[src/dhbd_pkg.sv]
// Shared constants, types and register codes for the detection head box decoder
`default_nettype none

package dhbd_pkg;

    localparam int CLASS_COUNT_DEF = 80;
    localparam int NUM_COEFFS_DEF  = 32;

    localparam int VALUE_W  = 32;
    localparam int CLASS_W  = 8;
    localparam int CORNER_W = 29;
    localparam int SUM_W    = 34;
    localparam int PROD_W   = 59;

    localparam int THRESH_W = 17;
    localparam int SCALE_W  = 23;
    localparam int PAD_W    = 12;
    localparam int SIZE_W   = 14;
    localparam int COUNT_W  = 16;

    localparam int CFG_IDX_W  = 3;
    localparam int CFG_DATA_W = 23;

    localparam logic [CFG_IDX_W-1:0] CFG_KEEP_LEVEL      = 3'd0;
    localparam logic [CFG_IDX_W-1:0] CFG_INVERSE_SCALE   = 3'd1;
    localparam logic [CFG_IDX_W-1:0] CFG_PAD_X           = 3'd2;
    localparam logic [CFG_IDX_W-1:0] CFG_PAD_Y           = 3'd3;
    localparam logic [CFG_IDX_W-1:0] CFG_IMAGE_WIDTH     = 3'd4;
    localparam logic [CFG_IDX_W-1:0] CFG_IMAGE_HEIGHT    = 3'd5;
    localparam logic [CFG_IDX_W-1:0] CFG_MAX_DETECTIONS  = 3'd6;

    localparam logic [THRESH_W-1:0] THRESH_RESET = 17'd16384;
    localparam logic [SCALE_W-1:0]  SCALE_RESET  = 23'd65536;
    localparam logic [PAD_W-1:0]    PAD_RESET    = 12'd0;
    localparam logic [SIZE_W-1:0]   SIZE_RESET   = 14'd640;
    localparam logic [COUNT_W-1:0]  MAXDET_RESET = 16'd300;

    localparam logic signed [VALUE_W-1:0] MINUS_ONE_Q16 = -32'sd65536;

    localparam logic KIND_BOX   = 1'b0;
    localparam logic KIND_COEFF = 1'b1;

    typedef struct packed {
        logic [THRESH_W-1:0] keep_level;
        logic [SCALE_W-1:0]  inverse_scale;
        logic [PAD_W-1:0]    pad_x;
        logic [PAD_W-1:0]    pad_y;
        logic [SIZE_W-1:0]   image_width;
        logic [SIZE_W-1:0]   image_height;
        logic [COUNT_W-1:0]  max_detections;
    } dhbd_cfg_t;

    typedef struct packed {
        logic                       kind;
        logic signed [SUM_W-1:0]    sum_left;
        logic signed [SUM_W-1:0]    sum_top;
        logic signed [SUM_W-1:0]    sum_right;
        logic signed [SUM_W-1:0]    sum_bottom;
        logic signed [VALUE_W-1:0]  best_score;
        logic [CLASS_W-1:0]         class_index;
        logic signed [VALUE_W-1:0]  coefficient;
        logic                       last_of_anchor;
    } dhbd_req_t;

    typedef struct packed {
        logic                       kind;
        logic signed [PROD_W-1:0]   prod_left;
        logic signed [PROD_W-1:0]   prod_top;
        logic signed [PROD_W-1:0]   prod_right;
        logic signed [PROD_W-1:0]   prod_bottom;
        logic signed [VALUE_W-1:0]  best_score;
        logic [CLASS_W-1:0]         class_index;
        logic signed [VALUE_W-1:0]  coefficient;
        logic                       last_of_anchor;
    } dhbd_prod_t;

endpackage

`default_nettype wire

[src/dhbd_cfg.sv]
// Configuration register file
`default_nettype none

module dhbd_cfg import dhbd_pkg::*; (
    input  logic                  clk,
    input  logic                  rst_n,
    input  logic                  cfg_we,
    input  logic [CFG_IDX_W-1:0]  cfg_index,
    input  logic [CFG_DATA_W-1:0] cfg_data,
    output dhbd_cfg_t             cfg
);

    dhbd_cfg_t cfg_reg;

    always_ff @(posedge clk or negedge rst_n)
    begin
        if (!rst_n)
        begin
            cfg_reg.keep_level      <= THRESH_RESET;
            cfg_reg.inverse_scale   <= SCALE_RESET;
            cfg_reg.pad_x           <= PAD_RESET;
            cfg_reg.pad_y           <= PAD_RESET;
            cfg_reg.image_width     <= SIZE_RESET;
            cfg_reg.image_height    <= SIZE_RESET;
            cfg_reg.max_detections  <= MAXDET_RESET;
        end
        else if (cfg_we)
        begin
            unique case (cfg_index)
                CFG_KEEP_LEVEL:      cfg_reg.keep_level      <= cfg_data[THRESH_W-1:0];
                CFG_INVERSE_SCALE:   cfg_reg.inverse_scale   <= cfg_data[SCALE_W-1:0];
                CFG_PAD_X:           cfg_reg.pad_x           <= cfg_data[PAD_W-1:0];
                CFG_PAD_Y:           cfg_reg.pad_y           <= cfg_data[PAD_W-1:0];
                CFG_IMAGE_WIDTH:     cfg_reg.image_width     <= cfg_data[SIZE_W-1:0];
                CFG_IMAGE_HEIGHT:    cfg_reg.image_height    <= cfg_data[SIZE_W-1:0];
                CFG_MAX_DETECTIONS:  cfg_reg.max_detections  <= cfg_data[COUNT_W-1:0];
                default:
                begin
                end
            endcase
        end
    end

    assign cfg = cfg_reg;

endmodule

`default_nettype wire

[config.mk]
export PLATFORM = sky130hd
export DESIGN_NAME = dhbd_cfg
export DESIGN_NICKNAME = d
export VERILOG_FILES = /design/src/dhbd_pkg.sv /design/src/dhbd_cfg.sv
export SDC_FILE = /design/constraint.sdc
export NUM_CORES = 1
export LEC_CHECK = 0
export BUFFER_PORTS_ARGS = -buffer_cell sky130_fd_sc_hd__buf_2
export CAP_MARGIN = 30
export CORE_MARGIN = 5
export CORE_UTILIZATION = 45
export CTS_CLUSTER_SIZE = 24
export DETAILED_ROUTE_END_ITERATION = 7
export GPL_ROUTABILITY_DRIVEN = 0
export PLACE_DENSITY_LB_ADDON = 0.12
export SETUP_SLACK_MARGIN = 0.15
export SYNTH_ARGS = -nofsm -noshare
export SYNTH_HDL_FRONTEND = slang
export SYNTH_SLANG_ARGS = --single-unit
[constraint.sdc]
create_clock -name clk -period 0.8 [get_ports clk]
set_input_delay 0.12 -clock clk [delete_from_list [all_inputs] [get_ports clk]]
set_output_delay 0.12 -clock clk [all_outputs]
set_load 0.05 [all_outputs]
==> impl_metrics.tcl <==
set metrics [dict create \
    status "finished with violations" \
    violations "negative hold slack, negative setup slack" \
    post_synthesis_instance_area_sq_mm 0.00410 \
    top_signal_layer_used "met4" \
    arrival_ps 1100 \
    place.port_buffers 136 \
    final_hold_viol_count 112 \
    power_density_mw_per_mm2 3030 \
    gr-usage-all-layers_pct 22.4 \
    cp_top_family "flip-flops" \
    synthesis.instances 233 \
    ys_seq_elements 108 \
    grt_setup_unrepaired "true" \
    setup_violations 207 \
    setup_slack_ps -415 \
    finalWorstPathRequiredPeriod_ps 1220 \
    cp_cell_sequence "buf_8" \
    final_hpwl_from_detailed_placement_mm 6.99 \
    met3_length_um 706 \
    layout-area-overhead-vs-synth_pct 81.0 \
    gr-total-overflow 0 \
    number_of_global_route_vias_before_repair 3181 \
    relSlewSlack_pct 77.0 \
    largest_register_ff_count 108 \
    initial_utilization_pct 46.5 \
    worst_hold_path_type "input port to asynchronous set/reset pin" \
    yosysUniqueCellTypes 11 \
    fraction_of_final_layout_cells_with_drive_strength_greater_than_1_pct 97.6 \
    wire_length_of_the_first_global_routing_pass_mm 19.0 \
    detail-route-antenna-nets 0 \
    die_x_um 105 \
    tritoncts "built" \
    htreeDepth 3 \
    worst_ep_required_time_ps 680 \
    fp.dieH_um 105 \
    critical_path.max_stage_delay_ps 580 \
    ioPinCount 137 \
    detail_route.drc_violations 0 \
    final_cell_count_without_fillers 571 \
    placedInstanceArea_sq_mm 0.00543 \
    grt_start_max_net_pins 46 \
    fin_skew_ps 0 \
    path_clk_slew_ps 110 \
    fp.dieArea_sq_mm 0.0111 \
    preCtsSetupSlack_ps -611 \
    rows 34 \
    first_pass_iters 4 \
    cp-start-kind "flip-flop" \
    max_frequency_ghz 0.823 \
    ctsLongestPathBuffers 2 \
    wl_met2_mm 6.63 \
    routed_wire_length_per_instance_um 22.3 \
    synthesis.yosys.warnings 0 \
    hold_ws_ps -278 \
    finish.instance_area_sq_mm 0.00741 \
    tns_ps -43740 \
    timing.final.max_slew_violations 0 \
    maxcap_viol_count 0 \
    clk-insertion-delay-late_ps 370 \
    num_antenna_cells 0 \
    routed_via_density 5.05 \
    final_nets 487 \
    cts.sink_count 108 \
    power.total_mw 22.4 \
    vdd_drop_max_mv 1.96 \
    synth.net_count 262 \
    util_after_layout_pct 84.2 \
    antenna_violations_before_repair 0 \
    detailedRoute.firstIterationViolations 74 \
    placedCellCount 485 \
    crit_path_max_fanout 2 \
    met1_length_mm 5.22 \
    max_slew.worst_pin.slew_ps 345 \
    vias 2882 \
    critPathSlowestCell "sky130_fd_sc_hd__dfstp_2" \
    cts-buffers-inserted 9 \
    end_kind "primary output" \
    leakage_nw 3.53 \
    yosysSeqAreaShare_pct 66.3 \
    criticalPathCategory "flip-flop to primary output" \
    period_share_pct 152 \
    routed_wl_mm 12.8 \
    timing.critical_path.buf_inv 1 \
    core_region_area_sq_mm 0.00881 \
    cts_root_buf "sky130_fd_sc_hd__clkbuf_8" \
    syn-mean-instance-area_sq_um 17.6 \
]
layer usage:
| metal | vias to the layer above | GRT usage (%) |
|---|---|---|
| met5 | - | 0 |
| met4 | 0 | 6.19 |
| li1 | 1275 | - |
| met2 | 92 | 38.0 |
| met1 | 1499 | 29.0 |
| met3 | 16 | 4.89 |
where the power goes:
group	switching [mW]	internal, mW	total (mW)
Combinational	5.98	5.25	11.2
Sequential	1.08	6.94	8.02
Clock	1.94	1.26	3.20
path summary, 6_finish.rpt:
check / start / end / slack (ps) / cells past startpoint
max in group asynchronous: rst_n / cfg[3] / 700 / 2
setup / recovery: cfg[37] / cfg[37] / -420 / 1
min in group clk: cfg_data[18] / cfg[86] / -20 / 2
setup reg to reg: cfg[65] / cfg[65] / -230 / 3
hold / removal: rst_n / cfg[52] / -280 / 2
hold reg to reg: cfg[53] / cfg[53] / 540 / 1
synth_stat cells:
cell type / instances / area share (%)
sky130_fd_sc_hd__dfstp_2: 10 / 6.4
sky130_fd_sc_hd__and4bb_2: 1 / 0.31
sky130_fd_sc_hd__buf_2: 6 / 0.73
sky130_fd_sc_hd__mux2_2: 106 / 29
sky130_fd_sc_hd__nand4b_1: 2 / 0.43
sky130_fd_sc_hd__nand4b_2: 1 / 0.37
sky130_fd_sc_hd__nor4bb_1: 2 / 0.49
sky130_fd_sc_hd__buf_6: 4 / 1.1
sky130_fd_sc_hd__mux2_1: 2 / 0.55
sky130_fd_sc_hd__dfrtp_1: 98 / 60
sky130_fd_sc_hd__nor4b_4: 1 / 0.58
kinds of logic after synthesis:
family,share of synthesized area [%]
buffers and inverters,1.83
flip-flops,66.3
multiplexers,29.7
AND/OR/NAND/NOR,2.17
area by class of cell:
type | instances | area (sq um)
clock inverters | 6 | 45.0
flip-flops and latches | 108 | 2830
fillers | 414 | 1390
multi-input cells | 115 | 1730
clock buffers | 10 | 138
repair buffers | 224 | 2530
well taps | 108 | 135
layout by cell type, fill, tap and decap left out, drive strengths merged:
master | Yosys | layout
and4bb | 1 | 1
buf | 10 | 224
clkbuf | 0 | 10
clkinv | 0 | 2
dfrtp | 98 | 98
dfstp | 10 | 10
inv | 0 | 4
mux2 | 108 | 108
nand4b | 3 | 3
nor4b | 1 | 1
nor4bb | 2 | 2
timing repair:
| item | in CTS | in global routing |
|---|---|---|
| pin swaps | 2 | 1 |
| setup buffers | 36 | 30 |
| setup endpoints to repair | 216 | 216 |
| endpoints found under the hold margin | 117 | 114 |
| gates cloned | 4 | 0 |
| gates resized for setup | 332 | 33 |
(Power assumes the default switching activity.)
