$ cat src/dhbd_pkg.sv
// Shared constants, types and register codes for the detection head box decoder
`default_nettype none

package dhbd_pkg;

    localparam int CLASS_COUNT_DEF = 80;
    localparam int NUM_COEFFS_DEF  = 32;

    localparam int VALUE_W  = 32;
    localparam int CLASS_W  = 8;
    localparam int CORNER_W = 29;
    localparam int SUM_W    = 34;
    localparam int PROD_W   = 59;

    localparam int THRESH_W = 17;
    localparam int SCALE_W  = 23;
    localparam int PAD_W    = 12;
    localparam int SIZE_W   = 14;
    localparam int COUNT_W  = 16;

    localparam int CFG_IDX_W  = 3;
    localparam int CFG_DATA_W = 23;

    localparam logic [CFG_IDX_W-1:0] CFG_KEEP_LEVEL      = 3'd0;
    localparam logic [CFG_IDX_W-1:0] CFG_INVERSE_SCALE   = 3'd1;
    localparam logic [CFG_IDX_W-1:0] CFG_PAD_X           = 3'd2;
    localparam logic [CFG_IDX_W-1:0] CFG_PAD_Y           = 3'd3;
    localparam logic [CFG_IDX_W-1:0] CFG_IMAGE_WIDTH     = 3'd4;
    localparam logic [CFG_IDX_W-1:0] CFG_IMAGE_HEIGHT    = 3'd5;
    localparam logic [CFG_IDX_W-1:0] CFG_MAX_DETECTIONS  = 3'd6;

    localparam logic [THRESH_W-1:0] THRESH_RESET = 17'd16384;
    localparam logic [SCALE_W-1:0]  SCALE_RESET  = 23'd65536;
    localparam logic [PAD_W-1:0]    PAD_RESET    = 12'd0;
    localparam logic [SIZE_W-1:0]   SIZE_RESET   = 14'd640;
    localparam logic [COUNT_W-1:0]  MAXDET_RESET = 16'd300;

    localparam logic signed [VALUE_W-1:0] MINUS_ONE_Q16 = -32'sd65536;

    localparam logic KIND_BOX   = 1'b0;
    localparam logic KIND_COEFF = 1'b1;

    typedef struct packed {
        logic [THRESH_W-1:0] keep_level;
        logic [SCALE_W-1:0]  inverse_scale;
        logic [PAD_W-1:0]    pad_x;
        logic [PAD_W-1:0]    pad_y;
        logic [SIZE_W-1:0]   image_width;
        logic [SIZE_W-1:0]   image_height;
        logic [COUNT_W-1:0]  max_detections;
    } dhbd_cfg_t;

    typedef struct packed {
        logic                       kind;
        logic signed [SUM_W-1:0]    sum_left;
        logic signed [SUM_W-1:0]    sum_top;
        logic signed [SUM_W-1:0]    sum_right;
        logic signed [SUM_W-1:0]    sum_bottom;
        logic signed [VALUE_W-1:0]  best_score;
        logic [CLASS_W-1:0]         class_index;
        logic signed [VALUE_W-1:0]  coefficient;
        logic                       last_of_anchor;
    } dhbd_req_t;

    typedef struct packed {
        logic                       kind;
        logic signed [PROD_W-1:0]   prod_left;
        logic signed [PROD_W-1:0]   prod_top;
        logic signed [PROD_W-1:0]   prod_right;
        logic signed [PROD_W-1:0]   prod_bottom;
        logic signed [VALUE_W-1:0]  best_score;
        logic [CLASS_W-1:0]         class_index;
        logic signed [VALUE_W-1:0]  coefficient;
        logic                       last_of_anchor;
    } dhbd_prod_t;

endpackage

`default_nettype wire

$ cat src/dhbd_if.sv
// Stream interfaces for head values in and decoded results out
`default_nettype none

interface dhbd_head_if import dhbd_pkg::*; ();
    logic                      valid;
    logic                      ready;
    logic signed [VALUE_W-1:0] channel_value;
    logic                      frame_end;

    modport source (output valid, output channel_value, output frame_end, input ready);
    modport sink   (input valid, input channel_value, input frame_end, output ready);
endinterface


`default_nettype wire

$ cat src/dhbd_tracker.sv
// Channel position tracking, best class search and keep decision
`default_nettype none

module dhbd_tracker import dhbd_pkg::*; #(
    parameter int CLASS_COUNT = CLASS_COUNT_DEF,
    parameter int NUM_COEFFS  = NUM_COEFFS_DEF
) (
    input  logic       clk,
    input  logic       rst_n,
    dhbd_head_if.sink  head,
    input  dhbd_cfg_t  cfg,
    output logic       req_valid,
    output dhbd_req_t  req,
    input  logic       req_ready
);

    localparam int TOTAL_CH       = 4 + CLASS_COUNT + NUM_COEFFS;
    localparam int POS_W          = $clog2(TOTAL_CH);
    localparam int LAST_CLASS_POS = 3 + CLASS_COUNT;
    localparam int LAST_POS       = TOTAL_CH - 1;

    typedef logic [POS_W-1:0] pos_t;

    pos_t                      pos_reg;
    logic signed [VALUE_W-1:0] best_score_reg;
    logic [CLASS_W-1:0]        best_class_reg;
    logic                      anchor_kept_reg;
    logic [COUNT_W-1:0]        kept_count_reg;

    logic signed [VALUE_W-1:0] cx_reg;
    logic signed [VALUE_W-1:0] cy_reg;
    logic signed [SUM_W-1:0]   sum_left_reg;
    logic signed [SUM_W-1:0]   sum_right_reg;
    logic signed [SUM_W-1:0]   sum_top_reg;
    logic signed [SUM_W-1:0]   sum_bottom_reg;

    logic      req_valid_reg;
    dhbd_req_t req_reg;
    dhbd_req_t req_next;

    logic                      accept;
    logic signed [VALUE_W-1:0] value;
    logic signed [SUM_W-1:0]   value_ext;
    logic signed [SUM_W-1:0]   twice_cx;
    logic signed [SUM_W-1:0]   twice_cy;
    logic                      in_box;
    logic                      in_class;
    logic                      last_class;
    logic                      last_pos;
    logic                      better;
    logic signed [VALUE_W-1:0] best_next;
    logic [31:0]               class_off;
    logic [CLASS_W-1:0]        class_next;
    logic                      keep;
    logic                      emit_box;
    logic                      emit_coeff;
    logic                      emit;

    assign head.ready = !req_valid_reg || req_ready;
    assign accept     = head.valid && head.ready;
    assign value      = head.channel_value;
    assign value_ext  = {{(SUM_W-VALUE_W){value[VALUE_W-1]}}, value};
    assign twice_cx   = {cx_reg[VALUE_W-1], cx_reg, 1'b0};
    assign twice_cy   = {cy_reg[VALUE_W-1], cy_reg, 1'b0};

    assign in_box     = pos_reg < POS_W'(4);
    assign in_class   = !in_box && (pos_reg <= POS_W'(LAST_CLASS_POS));
    assign last_class = pos_reg == POS_W'(LAST_CLASS_POS);
    assign last_pos   = pos_reg == POS_W'(LAST_POS);

    assign better     = value > best_score_reg;
    assign best_next  = better ? value : best_score_reg;
    assign class_off  = 32'(pos_reg) - 32'd4;
    assign class_next = better ? class_off[CLASS_W-1:0] : best_class_reg;
    assign keep       = (best_next >= $signed({15'd0, cfg.keep_level}))
                        && (kept_count_reg < cfg.max_detections);

    assign emit_box   = in_class && last_class && keep;
    assign emit_coeff = !in_box && !in_class && anchor_kept_reg;
    assign emit       = emit_box || emit_coeff;

    always_comb
    begin
        req_next = '0;
        if (emit_box)
        begin
            req_next.kind        = KIND_BOX;
            req_next.sum_left    = sum_left_reg;
            req_next.sum_top     = sum_top_reg;
            req_next.sum_right   = sum_right_reg;
            req_next.sum_bottom  = sum_bottom_reg;
            req_next.best_score  = best_next;
            req_next.class_index = class_next;
        end
        else if (emit_coeff)
        begin
            req_next.kind           = KIND_COEFF;
            req_next.coefficient    = value;
            req_next.last_of_anchor = last_pos;
        end
    end

    always_ff @(posedge clk or negedge rst_n)
    begin
        if (!rst_n)
        begin
            pos_reg         <= '0;
            best_score_reg  <= MINUS_ONE_Q16;
            best_class_reg  <= '0;
            anchor_kept_reg <= 1'b0;
            kept_count_reg  <= '0;
            req_valid_reg   <= 1'b0;
        end
        else
        begin
            if (head.ready)
            begin
                req_valid_reg <= accept && emit;
            end
            if (accept)
            begin
                if (last_pos || head.frame_end)
                begin
                    pos_reg         <= '0;
                    best_score_reg  <= MINUS_ONE_Q16;
                    best_class_reg  <= '0;
                    anchor_kept_reg <= 1'b0;
                end
                else
                begin
                    pos_reg <= pos_reg + 1'b1;
                    if (in_class)
                    begin
                        best_score_reg <= best_next;
                        best_class_reg <= class_next;
                        if (last_class)
                        begin
                            anchor_kept_reg <= keep;
                        end
                    end
                end
                if (head.frame_end)
                begin
                    kept_count_reg <= '0;
                end
                else if (emit_box)
                begin
                    kept_count_reg <= kept_count_reg + 1'b1;
                end
            end
        end
    end

    always_ff @(posedge clk)
    begin
        if (head.ready && accept && emit)
        begin
            req_reg <= req_next;
        end
        if (accept && in_box)
        begin
            case (pos_reg)
                POS_W'(0): cx_reg <= value;
                POS_W'(1): cy_reg <= value;
                POS_W'(2):
                begin
                    sum_left_reg  <= twice_cx - value_ext;
                    sum_right_reg <= twice_cx + value_ext;
                end
                POS_W'(3):
                begin
                    sum_top_reg    <= twice_cy - value_ext;
                    sum_bottom_reg <= twice_cy + value_ext;
                end
                default:
                begin
                end
            endcase
        end
    end

    assign req_valid = req_valid_reg;
    assign req       = req_reg;

    assert property (@(posedge clk) disable iff (!rst_n) int'(pos_reg) <= LAST_POS)
        else $error("channel position past the end of the anchor");

    assert property (@(posedge clk) disable iff (!rst_n)
        int'(best_class_reg) < CLASS_COUNT)
        else $error("best class out of range");

    assert property (@(posedge clk) disable iff (!rst_n)
        (accept && !emit) |=> !req_valid_reg)
        else $error("request raised for an item that yields no result");

    assert property (@(posedge clk) disable iff (!rst_n)
        (req_valid_reg && !req_ready) |=> (req_valid_reg && $stable(req_reg)))
        else $error("stalled request lost or changed");

endmodule

`default_nettype wire

$ cat src/flat_wrapper.sv
// flat-port wrapper written by rule: the top's interface ports become plain ports
module dhbd_tracker_flat import dhbd_pkg::*;
#(
    parameter int CLASS_COUNT = CLASS_COUNT_DEF,
    parameter int NUM_COEFFS  = NUM_COEFFS_DEF
)
  (clk, rst_n, cfg, req_valid, req, req_ready, head_valid, head_channel_value, head_frame_end, head_ready);
  dhbd_head_if head_i ();
  input  logic clk;
  input  logic rst_n;
  input  dhbd_cfg_t cfg;
  output logic req_valid;
  output dhbd_req_t req;
  input  logic req_ready;
  input wire logic [$bits(head_i.valid)-1:0] head_valid;
  input wire logic [$bits(head_i.channel_value)-1:0] head_channel_value;
  input wire logic [$bits(head_i.frame_end)-1:0] head_frame_end;
  output wire logic [$bits(head_i.ready)-1:0] head_ready;
  assign head_i.valid = head_valid;
  assign head_i.channel_value = head_channel_value;
  assign head_i.frame_end = head_frame_end;
  assign head_ready = head_i.ready;
  dhbd_tracker #(.CLASS_COUNT(CLASS_COUNT), .NUM_COEFFS(NUM_COEFFS)) u_core (.clk(clk), .rst_n(rst_n), .head(head_i), .cfg(cfg), .req_valid(req_valid), .req(req), .req_ready(req_ready));
endmodule
$ cat config.mk
export PLATFORM = sky130hd
export DESIGN_NAME = dhbd_tracker_flat
export DESIGN_NICKNAME = d
export VERILOG_FILES = /design/src/dhbd_pkg.sv /design/src/dhbd_if.sv /design/src/dhbd_tracker.sv /design/src/flat_wrapper.sv
export SDC_FILE = /design/constraint.sdc
export NUM_CORES = 1
export LEC_CHECK = 0
export ABC_CLOCK_PERIOD_IN_PS = 15100
export BUFFER_PORTS_ARGS = -buffer_cell sky130_fd_sc_hd__buf_2
export CELL_PAD_IN_SITES_DETAIL_PLACEMENT = 1
export CELL_PAD_IN_SITES_GLOBAL_PLACEMENT = 1
export CORE_ASPECT_RATIO = 1.25
export CORE_MARGIN = 2
export CORE_UTILIZATION = 42
export DETAILED_ROUTE_END_ITERATION = 12
export PLACE_DENSITY_LB_ADDON = 0.05
export SETUP_SLACK_MARGIN = 0.3
export SLEW_MARGIN = 20
export SYNTH_ARGS = -nofsm -noshare
export SYNTH_HDL_FRONTEND = slang
export SYNTH_SLANG_ARGS = --single-unit
export TNS_END_PERCENT = 30
$ cat constraint.sdc
create_clock -name clk -period 15.1 [get_ports clk]
set_input_delay 0.755 -clock clk [delete_from_list [all_inputs] [get_ports clk]]
set_output_delay 0.755 -clock clk [all_outputs]
set_load 0.005 [all_outputs]
==> flow_summary.toml <==
[clocking]
cts_sinks = 471
postCtsHoldBufs = 0
clkSlewWorstSetupHoldPaths_ns = 0.06
cts_setup_buffers = 0
cts.repair.resized = 0
cts_tree = "yes"
clk_latency_ns = 0.60
cts_max_path_buffers = 3
cts_made_buffers = 50
htreeDepth = 2
root_buffer = "clkbuf_16"

[logic_synthesis]
netlist_area_mm2 = 0.0249
syn_area_per_cell_um2 = 11.4
synth-seq-cells = 471
synth-async-reset-ratio = 0.138
synth_cells = 2197
yosys.cell_types.count = 71
ys_seq_area_frac = 0.555
ys.flop_type = "edfxtp_1"
ys_warn_count = 0
synth_nets = 2545
synth-edff-count = 406

[sta]
rsz0062_at_grt = "no"
finClkSkew_ns = 0.0223
worstMarginPinSlew_ns = 1.03
max_freq_ghz = 0.118
relSlewSlack = 0.313
setup_viol = 0
setup_tns_ns = 0
slew_violations = 0
hold_viol = 0
period_minus_slack_ns = 8.46
fin_crit_sh = 0.560

[hold_path]
hold_path_class = "input port to async pin"

[finish]
largest_reg_flops = 208
diodes = 0
drive_above_1_share = 0.164
fillCellCount = 6383
fin_util = 0.491
nets = 2807
area_growth_pct = 15.4

[global_routing]
grt_max_degree = 120
antenna_found_initial = 5
overflow = 0
grt_first_pass_wirelength_mm = 107
grt_pass1_vias = 18400
grtUsageTotal = 0.221

[detailed_routing]
wl_mm = 67.9
firstDrtPassIters = 5
ant_nets = 0
drt_iter0_drc = 847
drc = 0
post_drt_via_cell_ratio = 5.31
vias = 17300
wl_per_cell_um = 20.8

[placed_design]
hpwl_mm = 50.6
port-buffer-count = 281
globalplace.congestion = 0.856

[power_and_ir_drop]
leakagePower_uw = 0.0111
ir_drop_v = 0.0000829
p_total_uw = 3350
power_density_mw_per_mm2 = 116

[floorplanning]
ioPinCount = 357
chipHeight_um = 276
initial_utilization = 0.426
design.die.area_mm2 = 0.0614
fp-row-count = 99
core_area_mm2 = 0.0586
die_w_um = 222

[setup_path]
crit_fanout = 67
cp_data_required_time_ns = 15.31
r2r-start = "u_core.best_score_reg[31]"
path_class = "flop to flop"
rr_endpoint = "u_core.req[157]"
r2r.worst_path.cells = 21
start_kind = "flop"
rrSetupSlack_ns = 6.64
crit_arrival_ns = 8.67
cp-end-kind = "flop"

[run]
maxCapViolations = 0

[status]
status = "completed"
[cell usage after synthesis (5+ instances only)]
cell type | instances | area share
a2111oi_0 | 6 | 0.0021
nor2_1 | 150 | 0.023
and2_1 | 188 | 0.047
or3_1 | 7 | 0.0018
nor4_1 | 20 | 0.0050
a211oi_1 | 19 | 0.0057
a21o_1 | 30 | 0.0090
xor2_1 | 26 | 0.0091
o21bai_1 | 27 | 0.0081
dfrtp_1 | 49 | 0.049
edfxtp_1 | 406 | 0.49
nor3_1 | 38 | 0.0076
or4_1 | 7 | 0.0021
inv_1 | 194 | 0.029
a22oi_1 | 16 | 0.0048
nand3_1 | 23 | 0.0046
nand2_1 | 121 | 0.018
or2_2 | 6 | 0.0015
clkbuf_1 | 76 | 0.011
buf_2 | 6 | 0.0012
xnor2_1 | 94 | 0.033
o211ai_1 | 6 | 0.0018
a21boi_0 | 5 | 0.0015
nand4_1 | 26 | 0.0065
dfstp_2 | 16 | 0.017
o21ai_0 | 111 | 0.022
mux2i_1 | 24 | 0.0096
nor2b_1 | 39 | 0.0098
a21oi_1 | 130 | 0.026
o41ai_1 | 7 | 0.0025
a31oi_1 | 11 | 0.0028
and3_1 | 13 | 0.0033
ha_1 | 199 | 0.10
nand2b_1 | 15 | 0.0038
o21a_1 | 13 | 0.0039
[report_power, final]
part | total [µW] | leakage, µW | internal, µW | switching (µW)
sequential | 1520 | 0.00409 | 1490 | 28.3
combinational | 575 | 0.00621 | 209 | 366
clock | 1260 | 0.000802 | 722 | 537
[cell type report]
class / count / area (µm²) / area share
repair buffers: 298 / 1530 / 0.0533
well taps: 757 / 947 / 0.0329
multi-input cells: 1443 / 10000 / 0.349
flip-flops and latches: 471 / 13800 / 0.481
clock buffers: 60 / 1340 / 0.0466
clock inverters: 34 / 335 / 0.0117
inverters: 195 / 732 / 0.0254
[critical path, stage by stage (launching register included)]
cell and delay (ns):
dfstp_2 0.57, inv_1 0.06, ha_1 0.35, nand4_1 0.17, or4_1 0.64, a41o_1 0.30
a221oi_2 0.34, or2_2 0.60, buf_4 0.49, mux2i_1 0.36, inv_1 0.09, ha_1 0.28
o21ai_0 0.12, a2111oi_0 0.41, a21oi_1 0.23, o21ai_0 0.18, o21ba_2 0.19, nor4_4 0.27
nor2_1 0.14, nor2_4 0.69, buf_4 0.65, buf_4 0.79
[through the flow]
stage / setup WS, ns / hold slack, ns / instance area [µm²] / cells
finish: 6.64 / 0.370 / 28800 / 3258
global route: 5.92 / 0.444 / 28800 / 3258
CTS: 6.53 / 0.396 / 28800 / 3258
detailed placement: 6.07 / 0.479 / 27100 / 3164
global placement: 6.29 / 0.463 / 27100 / 3164
floorplan: 0.809 / 0.449 / 24900 / 2197
[worst max-delay path by stage]
stage / from / endpoint / slack, ns / cells past startpoint
3_5_place_dp: head_channel_value[14] / u_core.req[192] / 6.07 / 22
5_1_grt: u_core.best_score_reg[31] / u_core.req[192] / 5.92 / 21
6_report: u_core.best_score_reg[31] / u_core.req[157] / 6.64 / 21
4_1_cts: u_core.best_score_reg[31] / u_core.req[192] / 6.53 / 21
3_3_place_gp: head_channel_value[14] / u_core.req[123] / 6.29 / 22
2_1_floorplan: head_channel_value[31] / u_core.req[0] / 0.81 / 20
[cells in the final DEF, fill, tap and decap left out, drive strengths merged, types with 26 or more instances in the layout]
cell and instances:
edfxtp 406, buf 298, ha 199, inv 194, and2 188, nor2 151
a21oi 130, nand2 121, o21ai 113, xnor2 94, clkbuf 60, dfrtp 49
nor2b 39, nor3 38, a21o 30, o21bai 27, nand4 26, xor2 26
[per-layer routing]
metal | wire length [µm] | share of wire | global-route usage
met5 | 0 | 0 | 0
met4 | 1550 | 0.023 | 0.0572
met3 | 2930 | 0.043 | 0.0339
met2 | 33700 | 0.50 | 0.389
met1 | 29700 | 0.44 | 0.284
[cells by family (layout without fill, tap and decap cells)]
family,count (synthesis),after routing,synth area share
buffers and inverters,283,587,0.0432
DFF,471,471,0.555
and+or+nand+nor,664,664,0.138
muxes,25,25,0.0101
adders and majority gates,203,203,0.103
AOI/OAI and AO/OA,430,430,0.108
xor gates and xnor gates,120,120,0.0421
other,1,1,0.000150
(Power assumes the default switching activity.)
