`src/dhbd_pkg.sv`:
```
// Shared constants, types and register codes for the detection head box decoder
`default_nettype none

package dhbd_pkg;

    localparam int CLASS_COUNT_DEF = 80;
    localparam int NUM_COEFFS_DEF  = 32;

    localparam int VALUE_W  = 32;
    localparam int CLASS_W  = 8;
    localparam int CORNER_W = 29;
    localparam int SUM_W    = 34;
    localparam int PROD_W   = 59;

    localparam int THRESH_W = 17;
    localparam int SCALE_W  = 23;
    localparam int PAD_W    = 12;
    localparam int SIZE_W   = 14;
    localparam int COUNT_W  = 16;

    localparam int CFG_IDX_W  = 3;
    localparam int CFG_DATA_W = 23;

    localparam logic [CFG_IDX_W-1:0] CFG_KEEP_LEVEL      = 3'd0;
    localparam logic [CFG_IDX_W-1:0] CFG_INVERSE_SCALE   = 3'd1;
    localparam logic [CFG_IDX_W-1:0] CFG_PAD_X           = 3'd2;
    localparam logic [CFG_IDX_W-1:0] CFG_PAD_Y           = 3'd3;
    localparam logic [CFG_IDX_W-1:0] CFG_IMAGE_WIDTH     = 3'd4;
    localparam logic [CFG_IDX_W-1:0] CFG_IMAGE_HEIGHT    = 3'd5;
    localparam logic [CFG_IDX_W-1:0] CFG_MAX_DETECTIONS  = 3'd6;

    localparam logic [THRESH_W-1:0] THRESH_RESET = 17'd16384;
    localparam logic [SCALE_W-1:0]  SCALE_RESET  = 23'd65536;
    localparam logic [PAD_W-1:0]    PAD_RESET    = 12'd0;
    localparam logic [SIZE_W-1:0]   SIZE_RESET   = 14'd640;
    localparam logic [COUNT_W-1:0]  MAXDET_RESET = 16'd300;

    localparam logic signed [VALUE_W-1:0] MINUS_ONE_Q16 = -32'sd65536;

    localparam logic KIND_BOX   = 1'b0;
    localparam logic KIND_COEFF = 1'b1;

    typedef struct packed {
        logic [THRESH_W-1:0] keep_level;
        logic [SCALE_W-1:0]  inverse_scale;
        logic [PAD_W-1:0]    pad_x;
        logic [PAD_W-1:0]    pad_y;
        logic [SIZE_W-1:0]   image_width;
        logic [SIZE_W-1:0]   image_height;
        logic [COUNT_W-1:0]  max_detections;
    } dhbd_cfg_t;

    typedef struct packed {
        logic                       kind;
        logic signed [SUM_W-1:0]    sum_left;
        logic signed [SUM_W-1:0]    sum_top;
        logic signed [SUM_W-1:0]    sum_right;
        logic signed [SUM_W-1:0]    sum_bottom;
        logic signed [VALUE_W-1:0]  best_score;
        logic [CLASS_W-1:0]         class_index;
        logic signed [VALUE_W-1:0]  coefficient;
        logic                       last_of_anchor;
    } dhbd_req_t;

    typedef struct packed {
        logic                       kind;
        logic signed [PROD_W-1:0]   prod_left;
        logic signed [PROD_W-1:0]   prod_top;
        logic signed [PROD_W-1:0]   prod_right;
        logic signed [PROD_W-1:0]   prod_bottom;
        logic signed [VALUE_W-1:0]  best_score;
        logic [CLASS_W-1:0]         class_index;
        logic signed [VALUE_W-1:0]  coefficient;
        logic                       last_of_anchor;
    } dhbd_prod_t;

endpackage

`default_nettype wire

```
`src/dhbd_if.sv`:
```
// Stream interfaces for head values in and decoded results out
`default_nettype none


interface dhbd_result_if import dhbd_pkg::*; ();
    logic                      valid;
    logic                      ready;
    logic                      kind;
    logic [CORNER_W-1:0]       left;
    logic [CORNER_W-1:0]       top;
    logic [CORNER_W-1:0]       right;
    logic [CORNER_W-1:0]       bottom;
    logic signed [VALUE_W-1:0] best_score;
    logic [CLASS_W-1:0]        class_index;
    logic signed [VALUE_W-1:0] coefficient;
    logic                      last_of_anchor;

    modport source (
        output valid, output kind, output left, output top, output right, output bottom,
        output best_score, output class_index, output coefficient, output last_of_anchor,
        input ready
    );
    modport sink (
        input valid, input kind, input left, input top, input right, input bottom,
        input best_score, input class_index, input coefficient, input last_of_anchor,
        output ready
    );
endinterface

`default_nettype wire

```
`src/dhbd_clamp.sv`:
```
// Clamp stage and result register
`default_nettype none

module dhbd_clamp import dhbd_pkg::*; (
    input  logic         clk,
    input  logic         rst_n,
    input  dhbd_cfg_t    cfg,
    input  logic         prod_valid,
    input  dhbd_prod_t   prod,
    output logic         prod_ready,
    dhbd_result_if.source result
);

    typedef struct packed {
        logic                      kind;
        logic [CORNER_W-1:0]       left;
        logic [CORNER_W-1:0]       top;
        logic [CORNER_W-1:0]       right;
        logic [CORNER_W-1:0]       bottom;
        logic signed [VALUE_W-1:0] best_score;
        logic [CLASS_W-1:0]        class_index;
        logic signed [VALUE_W-1:0] coefficient;
        logic                      last_of_anchor;
    } out_t;

    function automatic logic [CORNER_W-1:0] clamp_corner(
        input logic signed [PROD_W-1:0] p,
        input logic [SIZE_W-1:0]        size
    );
        logic [SIZE_W-2:0]       span;
        logic [CORNER_W-1:0]     limit;
        logic [PROD_W-18:0]      q;
        logic [CORNER_W-1:0]     r;
        if (size == '0)
            span = '0;
        else if (size > 14'd8192)
            span = '1;
        else
            span = 13'(size - 1'b1);
        limit = {span, 16'd0};
        q     = p[PROD_W-1:17];
        if (p <= 0)
            r = '0;
        else if (q > {{(PROD_W-17-CORNER_W){1'b0}}, limit})
            r = limit;
        else
            r = q[CORNER_W-1:0];
        return r;
    endfunction

    logic out_valid_reg;
    out_t out_reg;
    out_t out_next;

    assign prod_ready = !out_valid_reg || result.ready;

    always_comb
    begin
        out_next.kind           = prod.kind;
        out_next.left           = clamp_corner(prod.prod_left, cfg.image_width);
        out_next.right          = clamp_corner(prod.prod_right, cfg.image_width);
        out_next.top            = clamp_corner(prod.prod_top, cfg.image_height);
        out_next.bottom         = clamp_corner(prod.prod_bottom, cfg.image_height);
        out_next.best_score     = prod.best_score;
        out_next.class_index    = prod.class_index;
        out_next.coefficient    = prod.coefficient;
        out_next.last_of_anchor = prod.last_of_anchor;
    end

    always_ff @(posedge clk or negedge rst_n)
    begin
        if (!rst_n)
        begin
            out_valid_reg <= 1'b0;
        end
        else if (prod_ready)
        begin
            out_valid_reg <= prod_valid;
        end
    end

    always_ff @(posedge clk)
    begin
        if (prod_ready && prod_valid)
        begin
            out_reg <= out_next;
        end
    end

    assign result.valid          = out_valid_reg;
    assign result.kind           = out_reg.kind;
    assign result.left           = out_reg.left;
    assign result.top            = out_reg.top;
    assign result.right          = out_reg.right;
    assign result.bottom         = out_reg.bottom;
    assign result.best_score     = out_reg.best_score;
    assign result.class_index    = out_reg.class_index;
    assign result.coefficient    = out_reg.coefficient;
    assign result.last_of_anchor = out_reg.last_of_anchor;

endmodule

`default_nettype wire

```
`src/flat_wrapper.sv`:
```
// flat-port wrapper written by rule: the top's interface ports become plain ports
module dhbd_clamp_flat import dhbd_pkg::*;
  (clk, rst_n, cfg, prod_valid, prod, prod_ready, result_valid, result_kind, result_left, result_top, result_right, result_bottom, result_best_score, result_class_index, result_coefficient, result_last_of_anchor, result_ready);
  dhbd_result_if result_i ();
  input  logic clk;
  input  logic rst_n;
  input  dhbd_cfg_t cfg;
  input  logic prod_valid;
  input  dhbd_prod_t prod;
  output logic prod_ready;
  output wire logic [$bits(result_i.valid)-1:0] result_valid;
  output wire logic [$bits(result_i.kind)-1:0] result_kind;
  output wire logic [$bits(result_i.left)-1:0] result_left;
  output wire logic [$bits(result_i.top)-1:0] result_top;
  output wire logic [$bits(result_i.right)-1:0] result_right;
  output wire logic [$bits(result_i.bottom)-1:0] result_bottom;
  output wire logic [$bits(result_i.best_score)-1:0] result_best_score;
  output wire logic [$bits(result_i.class_index)-1:0] result_class_index;
  output wire logic [$bits(result_i.coefficient)-1:0] result_coefficient;
  output wire logic [$bits(result_i.last_of_anchor)-1:0] result_last_of_anchor;
  input wire logic [$bits(result_i.ready)-1:0] result_ready;
  assign result_valid = result_i.valid;
  assign result_kind = result_i.kind;
  assign result_left = result_i.left;
  assign result_top = result_i.top;
  assign result_right = result_i.right;
  assign result_bottom = result_i.bottom;
  assign result_best_score = result_i.best_score;
  assign result_class_index = result_i.class_index;
  assign result_coefficient = result_i.coefficient;
  assign result_last_of_anchor = result_i.last_of_anchor;
  assign result_i.ready = result_ready;
  dhbd_clamp u_core (.clk(clk), .rst_n(rst_n), .cfg(cfg), .prod_valid(prod_valid), .prod(prod), .prod_ready(prod_ready), .result(result_i));
endmodule
```
`config.mk`:
```
export PLATFORM = sky130hd
export DESIGN_NAME = dhbd_clamp_flat
export DESIGN_NICKNAME = d
export VERILOG_FILES = /design/src/dhbd_pkg.sv /design/src/dhbd_if.sv /design/src/dhbd_clamp.sv /design/src/flat_wrapper.sv
export SDC_FILE = /design/constraint.sdc
export NUM_CORES = 1
export LEC_CHECK = 0
export ABC_CLOCK_PERIOD_IN_PS = 7100
export BUFFER_PORTS_ARGS = -buffer_cell sky130_fd_sc_hd__buf_4
export CAP_MARGIN = 10
export CELL_PAD_IN_SITES_DETAIL_PLACEMENT = 1
export CELL_PAD_IN_SITES_GLOBAL_PLACEMENT = 2
export CORE_AREA = 3 3 238 240
export CTS_BUF_LIST = sky130_fd_sc_hd__clkbuf_8
export DETAILED_ROUTE_END_ITERATION = 6
export DIE_AREA = 0 0 241 243
export PLACE_DENSITY_LB_ADDON = 0.1
export SKIP_LAST_GASP = 1
export SLEW_MARGIN = 5
export SYNTH_ARGS = -nofsm -noshare
export SYNTH_HDL_FRONTEND = slang
export SYNTH_SLANG_ARGS = --single-unit
```
`constraint.sdc`:
```
create_clock -name clk -period 7.1 [get_ports clk]
set_input_delay 0.71 -clock clk [delete_from_list [all_inputs] [get_ports clk]]
set_output_delay 0.71 -clock clk [all_outputs]
set_load 0.01 [all_outputs]
```
==> metrics.md <==
| Metric | Value |
|---|---|
| Layout Cells excl Fill | `between 2k and 2.5k` |
| Row Count | `86` |
| Number of sinks driven by the clock tree | `191` |
| Global-route wire length before repair | `slightly above 60 mm` |
| Critical Setup Path Class | `input pin to register` |
| Cell with the most instances on the worst path | `sky130_fd_sc_hd__ha_1` |
| Detailed-route wire length | `42.5 mm` |
| Antenna-violating nets left | `0` |
| Final critical delay including setup and external delays | `about 4.5 ns` |
| Slew margin rel. | `between 30% and 40%` |
| Leakage | `about 6.3 nW` |
| Launching element type of the critical path | `input pin` |
| Placeable Area | `approximately 55000 um^2` |
| Count of input and output buffers | `about 530` |
| Share of total power in sequential cells | `between 50% and 60%` |
| DRC violation count after routing | `0` |
| Worst Max-Slew Pin Slew | `between 0.9 and 1 ns` |
| Max clock buf depth | `2` |
| Top fanout value on the critical path | `16` |
| Worst Path Required | `~7.5 ns` |
| Post-synth EDFFs | `190` |
| Dpl hpwl | `34.4 mm` |
| Share of synthesized flip-flops with an asynchronous set or reset | `less than 1%` |
| Number of filler instances in the final layout | `around 6k` |
| Number of register bits inferred by synthesis | `191` |
| Post-Syn Area per Cell | `12.5 um^2` |
| Width of the chip | `241 um` |
| Number of antenna violations at the first check in global routing | `3` |
| Data arrival time of the worst path | `between 4 and 5 ns` |
| Count of cell types in the netlist | `63` |
| Fraction of power consumed by combinational cells | `~19%` |
| Reg area | `5730 um^2` |
| Unrepaired setup endpoints after global routing | `no` |
| Number of levels the H-tree was split into | `4` |
| End-of-flow core utilization | `a little over a quarter` |
| Number of top-level pins | `between 600 and 700` |
| Classification of the worst-slack hold path | `input pin to register` |
| Initial core utilization | `around 17%` |
| Vias in the first global route | `9178` |
| Total nets after synthesis | `between 1k and 1.5k` |
| Crit. End Element | `register` |
| Violation count after the first detailed-route iteration | `~230` |
| Worst-case register-to-register setup slack | `approximately 4.8 ns` |
| Worst-path cell with the longest stage delay | `sky130_fd_sc_hd__nor2b_1` |
| Pre-Repair DR Iteration Count | `6` |
| Sequential share of the synthesized area | `59.9%` |
| Pins over their slew limit | `0` |
| Post-Synthesis Cell Area | `roughly 9600 um^2` |
| Sum of overflow across all layers after global routing | `0` |
| CTS tree | `done` |
| Ys Warns | `0` |
| Clock power frac | `a little under a third` |
| Highest Clock Rate | `about 0.22 GHz` |
| Fraction of final layout cells sized beyond drive strength 1 | `46.8%` |
| Buffers inserted by post-CTS timing repair | `0` |
| Status | `complete, no violations` |
| Pwr dens | `around 170 nW/um^2` |
| Multi-input logic area | `approximately 3600 um^2` |
| Largest clock skew in the final design | `~0.023 ns` |
| Switching power as a share of total power | `between 20 and 30%` |
| Chip Height | `243 um` |
| Source-to-sink clock delay at the later pin of the worst-skew pair | `~0.57 ns` |
| Final hold violations | `0` |
| Cell Int Power | `1.82 mW` |
| Number of maximum-capacitance constraint violations | `0` |
| Global-route usage over all layers | `between 10% and 20%` |
| Number of vias per cell after detailed routing | `about 4.2` |
| Mapped Cells | `approximately 760` |
| Final period util | `a little under two thirds` |
| # nets final | `1783` |
| Worst-path cell chain | `buf_4 > inv_1 > ha_1 > nor4b_1 > nand2_1 > o21a_1 > o21ai_0 > ha_1 > nand4_1 > nor4_1 > a32oi_1 > o2bb2ai_2 > nor2b_1 > and2_1` |
| Area enclosed by the die boundary | `58600 um^2` |
| Minimum hold slack | `0.306 ns` |
| Master cell of the clock root buffer | `sky130_fd_sc_hd__clkbuf_8` |
| Vias after detailed routing | `approximately 8.5k` |
| Worst ir drop on vdd | `about 0.00011 V` |
| Register clock-pin slew on the reported worst setup and hold paths | `0.13 ns` |
| Net switching power | `about 760 uW` |
| Wire length per cell | `between 20 and 25 um` |
| Final setup violation count | `0` |
| Number of buffers created by CTS | `17` |
| Synth Flop Type | `sky130_fd_sc_hd__edfxtp_1` |
| Placer's final routability congestion estimate | `0.793` |
| Post-route setup TNS | `0 ns` |
| Largest incremental delay on the critical path | `roughly 0.79 ns` |
| Total of cells resized after clock tree synthesis | `0` |
| Placed cell count | `around 2k` |
| Area overhead of the layout relative to synthesis | `56.0%` |
| Maximum number of pins on one net before global-route repair | `roughly 150` |
## sequential cells by signal (all words and copies together) (netlist names)
register,count
u_core.result.last_of_anchor,1
u_core.result.coefficient,32
u_core.result.best_score,32
u_core.result.top,29
u_core.result.right,29
u_core.result.valid,1
u_core.result.class_index,8
u_core.result.left,29
u_core.result.bottom,29
u_core.result.kind,1
## power groups by stage
stage                     Sequential [mW]  Clock (mW)  Combinational, mW
after detailed placement             1.35           0              0.491
after global routing                 1.33       0.875              0.532
after CTS                            1.32       0.843              0.493
final                                1.32       0.784              0.479
after floorplan                      1.39           0              0.124
after global placement               1.35           0              0.489
## per-layer routing
metal | up-vias | wire [um] | track usage, %
met3 | 36 | 4380 | 6.39
met5 | - | 7 | 0
met2 | 310 | 19900 | 23.2
li1 | 4067 | - | -
met1 | 4071 | 17500 | 16.6
met4 | 2 | 645 | 4.46
## metrics by stage
step	power (mW)	worst slack, ns	cell area [um^2]
after floorplan	1.51	1.26	9560
after global placement	1.84	1.99	14500
after detailed placement	1.84	1.94	14500
after CTS	2.66	2.61	14900
after global routing	2.74	2.03	14900
final	2.59	2.60	14900
## final cells by class
cell class / count / share of cell area [%]
diodes: 1 / 0.0168
clock buffers: 17 / 1.57
clock inverters: 15 / 1.25
inverters: 33 / 0.831
multi-input cells: 516 / 24.3
flip-flops and latches: 191 / 38.4
well taps: 704 / 5.91
repair buffers: 548 / 27.7
## worst paths after layout
check / startpoint / end / cells after the start
min in group asynchronous: rst_n / u_core.result.valid / 2
worst min register to register: u_core.result.valid / u_core.result.valid / 2
worst min-delay path: prod[54] / u_core.result.best_score[13] / 1
worst max register to register: u_core.result.valid / u_core.result.bottom[3] / 3
max in group asynchronous: rst_n / u_core.result.valid / 2
worst max-delay path: cfg[17] / u_core.result.bottom[6] / 14
## cells by family (layout without fill, tap and decap cells)
family	after synthesis	after routing	share of synthesized area [%]
other cells	0	1	0
simple gates	308	308	18.3
buf+inv	55	613	2.37
mux	11	11	1.18
flops	191	191	59.9
fa+ha+maj	54	54	7.07
xor+xnor	9	9	0.824
compound gates	134	134	10.3
## cell usage after synthesis, types with 3 or more instances
cell type	number	area [um^2]
sky130_fd_sc_hd__nand2_1	27	101
sky130_fd_sc_hd__o31ai_1	13	97.6
sky130_fd_sc_hd__and3_1	3	18.8
sky130_fd_sc_hd__nor4_1	58	363
sky130_fd_sc_hd__a31oi_1	3	18.8
sky130_fd_sc_hd__a211oi_2	11	138
sky130_fd_sc_hd__o21ai_0	14	70.1
sky130_fd_sc_hd__nor2b_1	4	25.0
sky130_fd_sc_hd__xor2_1	4	35.0
sky130_fd_sc_hd__nand3_1	19	95.1
sky130_fd_sc_hd__nor2_1	50	188
sky130_fd_sc_hd__nor3_1	16	80.1
sky130_fd_sc_hd__inv_1	33	124
sky130_fd_sc_hd__a31o_2	4	35.0
sky130_fd_sc_hd__and2_1	66	413
sky130_fd_sc_hd__or4_1	7	52.6
sky130_fd_sc_hd__buf_2	4	20.0
sky130_fd_sc_hd__a21oi_1	38	190
sky130_fd_sc_hd__nand2b_1	7	43.8
sky130_fd_sc_hd__edfxtp_1	190	5710
sky130_fd_sc_hd__ha_1	54	676
sky130_fd_sc_hd__clkbuf_1	16	60.1
sky130_fd_sc_hd__mux2i_1	9	90.1
sky130_fd_sc_hd__or3_1	3	18.8
sky130_fd_sc_hd__xnor2_1	5	43.8
sky130_fd_sc_hd__a211oi_1	13	97.6
sky130_fd_sc_hd__a21o_1	16	120
sky130_fd_sc_hd__or2_2	9	56.3
sky130_fd_sc_hd__nand4_1	23	144
## what timing repair did
action / 4_1_cts / 5_1_grt
hold buffers: 1 / 0
hold endpoints to repair: 1 / 0
endpoints found under the setup margin: 0 / 0
## layout by cell type, fill, tap and decap left out, types with 3 or more instances in the layout
| cell | instances |
|---|---|
| sky130_fd_sc_hd__nand2_1 | 27 |
| sky130_fd_sc_hd__buf_4 | 546 |
| sky130_fd_sc_hd__mux2i_1 | 9 |
| sky130_fd_sc_hd__nor4_1 | 58 |
| sky130_fd_sc_hd__a211oi_2 | 11 |
| sky130_fd_sc_hd__xnor2_1 | 5 |
| sky130_fd_sc_hd__xor2_1 | 4 |
| sky130_fd_sc_hd__clkbuf_8 | 17 |
| sky130_fd_sc_hd__o31ai_1 | 12 |
| sky130_fd_sc_hd__nor2_1 | 50 |
| sky130_fd_sc_hd__nand2b_1 | 7 |
| sky130_fd_sc_hd__or4_1 | 7 |
| sky130_fd_sc_hd__nand3_1 | 19 |
| sky130_fd_sc_hd__nor2b_1 | 4 |
| sky130_fd_sc_hd__or2_2 | 9 |
| sky130_fd_sc_hd__a211oi_1 | 13 |
| sky130_fd_sc_hd__o21ai_0 | 14 |
| sky130_fd_sc_hd__or3_1 | 3 |
| sky130_fd_sc_hd__a21oi_1 | 38 |
| sky130_fd_sc_hd__a21o_1 | 16 |
| sky130_fd_sc_hd__inv_1 | 33 |
| sky130_fd_sc_hd__nor3_1 | 16 |
| sky130_fd_sc_hd__nand4_1 | 23 |
| sky130_fd_sc_hd__and2_1 | 65 |
| sky130_fd_sc_hd__and3_1 | 3 |
| sky130_fd_sc_hd__a31oi_1 | 3 |
| sky130_fd_sc_hd__ha_1 | 54 |
| sky130_fd_sc_hd__a31o_2 | 4 |
| sky130_fd_sc_hd__edfxtp_1 | 190 |
| sky130_fd_sc_hd__clkinv_8 | 6 |
## critical path, delay by kind of cell
| kind | cells | cell delay [ns] |
|---|---|---|
| adder cells (fa/ha/maj) | 2 | 0.45 |
| AO/OA/AOI/OAI | 4 | 1.29 |
| AND/OR/NAND/NOR | 6 | 2.29 |
| buffers and inverters | 2 | 0.18 |
Power figures use the tool's default switching activity.
